**src/design/qta_pkg.sv**
```systemverilog
// shared types, constants and helpers of the quadtree tile allocator
package qta_pkg;

  localparam logic [1:0] MODE_ALLOC = 2'd0;
  localparam logic [1:0] MODE_FREE  = 2'd1;
  localparam logic [1:0] MODE_CLEAR = 2'd2;
  localparam logic [1:0] MODE_QUERY = 2'd3;

  localparam int MaxLevelCap = 8;

  // first heap index of each level, (4^l - 1) / 3
  localparam logic [14:0] LEVEL_START [0:MaxLevelCap] = '{
    15'd0, 15'd1, 15'd5, 15'd21, 15'd85, 15'd341, 15'd1365, 15'd5461, 15'd21845
  };

  typedef enum logic [3:0] {
    ST_CLR, ST_IDLE, ST_A_RD, ST_A_CHK, ST_A_UPCHK, ST_A_TAKE, ST_INC, ST_T_CHK, ST_DONE
  } state_t;

  typedef struct packed {
    logic [16:0] atlas;
    logic [4:0]  alog;
    logic [3:0]  levels;
  } cfg_info_t;

  function automatic logic [4:0] log2_of(input logic [16:0] v);
    logic [4:0] r;
    r = '0;
    for (int i = 0; i < 17; i++) begin
      if (v[i]) r = 5'(i);
    end
    return r;
  endfunction

  function automatic logic is_pow2(input logic [16:0] v);
    return (v != '0) && ((v & (v - 17'd1)) == '0);
  endfunction

endpackage

```
**src/design/qta_region.sv**
```systemverilog
// square position and side of one heap node
module qta_region import qta_pkg::*; #(
  parameter int MAX_LEVELS = 8
) (
  input  logic [14:0] node,
  input  cfg_info_t   info,
  output logic [15:0] region_x,
  output logic [15:0] region_y,
  output logic [16:0] region_size
);

  logic [2:0]  level;
  logic [14:0] local_idx;
  logic [7:0]  ix;
  logic [7:0]  iy;
  logic [4:0]  sh;

  always_comb begin
    level = '0;
    for (int l = 1; l < MAX_LEVELS; l++) begin
      if (4'(l) < info.levels && node >= LEVEL_START[l]) level = 3'(l);
    end
    local_idx = node - LEVEL_START[level];
    ix = '0;
    iy = '0;
    for (int k = 0; k < 7; k++) begin
      if (3'(k) < level) begin
        ix[k] = local_idx[2*k];
        iy[k] = local_idx[2*k+1];
      end
    end
    sh          = info.alog - 5'(level);
    region_x    = 16'(32'(ix) << sh);
    region_y    = 16'(32'(iy) << sh);
    region_size = info.atlas >> level;
  end

endmodule
```
**config.mk**
```make
export PLATFORM = sky130hd
export DESIGN_NAME = qta_region
export DESIGN_NICKNAME = d
export VERILOG_FILES = /design/src/design/qta_pkg.sv /design/src/design/qta_region.sv
export SDC_FILE = /design/constraint.sdc
export NUM_CORES = 1
export LEC_CHECK = 0
export ABC_CLOCK_PERIOD_IN_PS = 6400
export BUFFER_PORTS_ARGS = -buffer_cell sky130_fd_sc_hd__buf_2
export CAP_MARGIN = 10
export CORE_MARGIN = 8
export CORE_UTILIZATION = 35
export DETAILED_ROUTE_END_ITERATION = 7
export GPL_TIMING_DRIVEN = 0
export PLACE_DENSITY = 0.7
export SLEW_MARGIN = 15
export SYNTH_ARGS = -nofsm -noshare
export SYNTH_HDL_FRONTEND = slang
export SYNTH_SLANG_ARGS = --single-unit
```
**constraint.sdc**
```tcl
create_clock -name vclk -period 6.4
set_input_delay 1.28 -clock vclk [all_inputs]
set_output_delay 1.28 -clock vclk [all_outputs]
set_load 0.03 [all_outputs]
```
==> results of run 1 <==
routing by layer:
metal | part of all wire, % | vias to the layer above | track usage [%]
met2 | 46 | 208 | 31.0
met5 | 0 | - | 0
met4 | 2.0 | 0 | 3.84
li1 | - | 1702 | -
met1 | 43 | 1604 | 24.1
met3 | 9.3 | 25 | 3.07
power groups by stage:
| stage | Clock (mW) | Sequential [mW] | Combinational, mW |
|---|---|---|---|
| floorplan | 0 | 0 | 0.389 |
| global route | 0 | 0 | 0.621 |
| global placement | 0 | 0 | 0.530 |
| detailed placement | 0 | 0 | 0.533 |
| CTS | 0 | 0 | 0.546 |
| finish | 0 | 0 | 0.576 |
Yosys cell counts (4+ instances only):
cell type / count / area share, %
o32ai_1: 5 / 1.8
buf_2: 6 / 1.2
o22ai_1: 6 / 1.5
and3_1: 5 / 1.3
a31oi_1: 8 / 2.1
nor2_1: 40 / 6.2
nand4_1: 5 / 1.3
a211oi_1: 8 / 2.5
ha_1: 11 / 5.6
a21o_1: 5 / 1.5
a32o_1: 4 / 1.6
nor4_1: 4 / 1.0
xnor2_1: 8 / 2.9
o221ai_1: 6 / 2.2
o21ai_0: 23 / 4.7
xor2_1: 6 / 2.2
a21oi_1: 29 / 5.9
and2_1: 10 / 2.6
clkbuf_1: 12 / 1.8
nor3_1: 22 / 4.5
mux2i_1: 12 / 4.9
nand3_1: 19 / 3.9
nand2_1: 37 / 5.7
o211ai_1: 6 / 1.8
inv_1: 20 / 3.1
or2_2: 5 / 1.3
worst paths after layout:
check	startpoint	to	slack [ns]	cells past startpoint
worst min-delay path	info[25]	region_size[14]	3.02	4
worst max-delay path	node[13]	region_x[9]	0.17	16
cell type report:
cell class                      count  area, um^2  share of cell area, %
Tap cell                           80         100                   3.16
Buffer                             22         111                   3.52
Multi-Input combinational cell    349        2380                   75.2
Timing Repair Buffer               94         488                   15.4
Inverter                           22        86.3                   2.73
logic make-up after synthesis:
logic type,Yosys count,synth area share [%]
xor+xnor,14,5.02
fa+ha+maj,12,6.46
buf+inv,44,7.43
mux,13,5.38
simple gates,162,32.7
compound gates,148,43.1
what timing repair did:
| item | 4_1_cts | 5_1_grt |
|---|---|---|
| pin swaps | 1 | 3 |
| buffers inserted | 2 | 4 |
| endpoints found under the setup margin | 32 | 31 |
| resized for setup | 14 | 26 |
critical path, delay by kind of cell:
kind / cells / cell delay (ns)
AOI/OAI and AO/OA: 5 / 1.34
buffers and inverters: 5 / 0.81
adders and majority gates: 2 / 0.81
and+or+nand+nor: 4 / 0.71
per-stage QoR:
stage	instance area [um^2]	setup slack, ns	power [mW]
after detailed placement	2980	-0.471	0.533
after CTS	3050	0.00292	0.546
after floorplan	2440	0.149	0.389
final	3170	0.165	0.576
after global routing	3170	-0.0288	0.621
after global placement	2980	-0.433	0.530
==> impl_metrics.env, run 1 <==
export IMPL_rows=30
export IMPL_grt_ovfl_total=0
export IMPL_drive_gt1_share_pct=29.8
export IMPL_drc_errors=0
export IMPL_grt_util_all_layers_pct=18.5
export IMPL_port_buffers=88
export IMPL_netlist_area_um2=2440
export IMPL_area_delta_synth_final_pct=29.7
export IMPL_p_seq_share_pct=0
export IMPL_antenna_found_initial=0
export IMPL_fillers=726
export IMPL_drtIter0Drc=367
export IMPL_fin_setup_tns_ns=0
export IMPL_setup_viol=0
export IMPL_dr_pass1_iters=6
export IMPL_pwr_share_clk_pct=0
export IMPL_max_freq_ghz=0.160
export IMPL_avgSynthCellArea_um2=6.21
export IMPL_final_nets=542
export IMPL_layoutNonFillerInstCount=567
export IMPL_ant_nets=0
export IMPL_gp_congestion=0.954
export IMPL_cp_data_arrival_time_ns=4.95
export IMPL_power_frac_comb_pct=100.0
export IMPL_grt_max_degree=11
export IMPL_cpMaxStageDelayCell="fa_2"
export IMPL_vias_per_cell=6.24
export IMPL_leakage_nw=1.43
export IMPL_min_period_over_period_pct=97.4
export IMPL_finish_utilization_pct=46.9
export IMPL_wire_per_inst_um=17.5
export IMPL_dieHeight_um=99.5
export IMPL_diodes=0
export IMPL_cp_start_kind="primary input"
export IMPL_final_max_slew_viol_count=0
export IMPL_place_hpwl_um=7870
export IMPL_crit_path_max_incr_delay_ns=0.60
export IMPL_hold_buffers=0
export IMPL_maxCapViolCount=0
export IMPL_synth_distinct_cells=68
export IMPL_worstSetupEndpointType="output pin"
export IMPL_worstSetupPathType="in2out"
export IMPL_fin_hold_ws_ns=3.02
export IMPL_vdd_drop_max_v=0.0000532
export IMPL_crit_fanout=10
export IMPL_seq_cells=0
export IMPL_syn_nets=446
export IMPL_n_clock_buffer=0
export IMPL_switching_power_mw=0.384
export IMPL_period_minus_slack_ns=6.23
export IMPL_core_area_um2=6760
export IMPL_drt_wl_total_um=9930
export IMPL_start_util_pct=36.1
export IMPL_status="completed"
export IMPL_intPower_mw=0.192
export IMPL_power_density_nw_per_um2=182
export IMPL_dp_cells=561
export IMPL_num_vias=3539
export IMPL_fp_dieArea_um2=9900
export IMPL_final_cell_mix="buf_2, nor2_1, nand2_1, a21oi_1, nor3_1"
export IMPL_yosys_warnings=0
export IMPL_cp_required_ns=5.12
export IMPL_grt_pass1_wl_um=15900
export IMPL_timing_hold_violations_final=0
export IMPL_seqCellArea_um2=0
export IMPL_path_cells="buf_2 -> nor3_4 -> nand3_2 -> o32a_1 -> a21oi_1 -> o21ai_1 -> nand2_1 -> inv_2 -> ha_2 -> fa_2 -> inv_1 -> clkbuf_2 -> a22oi_1 -> a221oi_1 -> nor2_1 -> buf_2"
export IMPL_rsz0062_at_grt="true"
export IMPL_worst_pin_slew_ns=0.574
export IMPL_io_pins=90
export IMPL_layout_commonest_cell="buf_2"
export IMPL_hold_class="in2out"
export IMPL_grt_pass1_vias=3334
export IMPL_fp_dieW_um=99.5
export IMPL_p_sw_share_pct=66.7
export IMPL_critPathMostFrequentCell="buf_2"
export IMPL_relSlewSlack_pct=61.5
export IMPL_ys_seq_area_share_pct=0
export IMPL_syn_inst=393
No activity file was read; power rests on OpenSTA's default activity.
==> inputs of run 2 (changes only) <==
ABC_AREA = 1   (was unset)
PLACE_DENSITY = 0.68   (was 0.7)
==> run 2 against run 1 <==
- via count increased by 13%
- total power decreased by 2.7%
- maximum frequency increased by 3.3%
- first-iteration DRC count decreased by 27%
- cell count increased by 33%
- design area increased by 11%
- non-clock buffer count decreased by 5
- flip-flop and latch count unchanged
- global-route usage decreased by 1.5 points
- wire length increased by 3.0%
- combinational power decreased by 3%
- setup slack improved by 0.20 ns
==> impl_metrics.env, run 2 <==
export IMPL_fillers=953
export IMPL_layout_commonest_cell="nand2_1"
export IMPL_cp_data_arrival_time_ns=4.76
export IMPL_worstSetupPathType="in2out"
export IMPL_worstSetupEndpointType="output pin"
export IMPL_grt_ovfl_total=0
export IMPL_total_power_mw=0.560
export IMPL_hold_path_endpoint="region_size[16]"
export IMPL_path_cells="buf_2 -> nor2_1 -> nand2_1 -> nor2_8 -> nand3b_4 -> nand2_4 -> nand2_1 -> nand2_1 -> nand2_1 -> nand2_2 -> nand2_2 -> buf_6 -> ha_1 -> fa_1 -> o21ai_0 -> xnor2_1 -> inv_1 -> nand2_1 -> clkbuf_1 -> nor2_1 -> buf_2"
export IMPL_syn_nets=615
export IMPL_hold_buffers=0
export IMPL_relSlewSlack_pct=67.8
export IMPL_status="completed"
export IMPL_drive_gt1_share_pct=23.8
export IMPL_final_max_slew_viol_count=0
export IMPL_met1_length_um=4620
export IMPL_fp_dieArea_um2=11600
export IMPL_cpMaxStageDelayCell="fa_1"
export IMPL_wl_met3_um=782
export IMPL_avgSynthCellArea_um2=5.23
export IMPL_final_cell_mix="nand2_1, nand3_1, buf_2, inv_1, nor2_1"
export IMPL_crit_path_max_incr_delay_ns=0.40
export IMPL_antenna_found_initial=0
export IMPL_critPathMostFrequentCell="nand2_1"
export IMPL_power_density_nw_per_um2=159
export IMPL_fin_setup_tns_ns=0
export IMPL_vias_per_cell=5.28
export IMPL_final_nets=706
export IMPL_dieHeight_um=108
export IMPL_drc_errors=0
export IMPL_cp_start_kind="primary input"
export IMPL_port_buffers=89
export IMPL_holdPathStages=4
export IMPL_max_freq_ghz=0.166
export IMPL_drt_wl_total_um=10200
export IMPL_diodes=0
export IMPL_place_hpwl_um=8720
export IMPL_core_area_um2=8180
export IMPL_grt_util_all_layers_pct=17.0
export IMPL_min_period_over_period_pct=94.3
export IMPL_hold_class="in2out"
export IMPL_top_layer="met4"
export IMPL_num_vias=3992
export IMPL_min_delay_start="info[25]"
export IMPL_drtIter0Drc=267
export IMPL_fp_dieW_um=108
export IMPL_vdd_drop_max_v=0.000110
export IMPL_ys_seq_area_share_pct=0
export IMPL_wire_per_inst_um=13.5
export IMPL_period_minus_slack_ns=6.04
export IMPL_start_util_pct=36.0
export IMPL_grt_pass1_vias=3737
export IMPL_grt_pass1_wl_um=17100
export IMPL_netlist_area_um2=2940
export IMPL_setup_viol=0
export IMPL_synth_area_leaders="nand2_1, nand3_1, inv_1, nor2_1, nand3_2"
export IMPL_area_delta_synth_final_pct=19.9
export IMPL_gp_congestion=0.941
export IMPL_dr_pass1_iters=5
export IMPL_rsz0062_at_grt="false"
export IMPL_io_pins=90
export IMPL_maxCapViolCount=0
export IMPL_cp_required_ns=5.12
export IMPL_seq_cells=0
export IMPL_ys_top_cells_by_count="nand2_1, nand3_1, inv_1"
export IMPL_timing_hold_violations_final=0
export IMPL_synth_distinct_cells=46
export IMPL_multi_input_area_um2=2510
export IMPL_seqCellArea_um2=0
export IMPL_ant_nets=0
export IMPL_worst_pin_slew_ns=0.479
export IMPL_synth_most_common_cell="nand2_1"
export IMPL_synth_top_cell_area_share_pct=23.0
export IMPL_rows=33
export IMPL_grt_max_degree=12
export IMPL_synth_top_area_cell="nand2_1"
export IMPL_yosys_warnings=0
export IMPL_crit_fanout=10
export IMPL_leakage_nw=2.05
export IMPL_n_clock_buffer=0
export IMPL_syn_inst=562
export IMPL_wl_met2_um=4740
run 2: repair_timing:
item                       4_1_cts  5_1_grt
setup endpoints to repair        0        3
hold endpoints to repair         0        0
buffers inserted                 0        0
resized for setup                0        1
run 2: power breakdown:
part           leakage [nW]  internal (mW)  switching [mW]  total, mW
clock                     0              0               0          0
combinational          2.05          0.169           0.391      0.560
sequential                0              0               0          0
run 2: metrics by stage:
stage	hold WS, ns	cells	area [um^2]	worst slack (ns)	util, %
after detailed placement	2.98	756	3520	0.344	43.0
final	2.98	756	3520	0.365	43.1
after global routing	3.02	756	3520	0.00219	43.1
after global placement	2.98	756	3520	0.395	43.0
after CTS	2.98	756	3520	0.326	43.0
after floorplan	2.73	562	2940	0.708	-
run 2: worst max path at each step:
stage | startpoint | endpoint | slack, ns | cells past startpoint
3_5_place_dp | node[10] | region_y[11] | 0.34 | 21
5_1_grt | node[9] | region_y[7] | 0.002 | 21
2_1_floorplan | node[11] | region_y[10] | 0.71 | 20
4_1_cts | node[10] | region_y[11] | 0.33 | 21
6_report | node[9] | region_x[2] | 0.36 | 21
3_3_place_gp | node[9] | region_y[11] | 0.39 | 21
run 2: cells by family after synthesis:
family,share of synthesized area [%]
fa+ha+maj,5.36
buf+inv,14.8
xor+xnor,1.19
simple gates,69.3
compound gates,9.37
run 2: layer usage:
layer	up-vias	global-route usage, %
li1	2014	-
met1	1808	22.3
met2	160	29.9
met3	10	1.86
met4	0	1.49
met5	-	0
run 2: cell type report:
type	instances	area share [%]
multi-input combinational	473	71.3
buffer	22	5.15
timing repair buffer	89	12.6
inverter	67	7.21
tap	105	3.73
run 2: critical path, delay by kind of cell:
family	cells	cell delay, ns
AO/OA/AOI/OAI	1	0.22
XOR/XNOR	1	0.28
adder cells (fa/ha/maj)	2	0.61
buffers and inverters	5	0.98
AND/OR/NAND/NOR	12	1.38
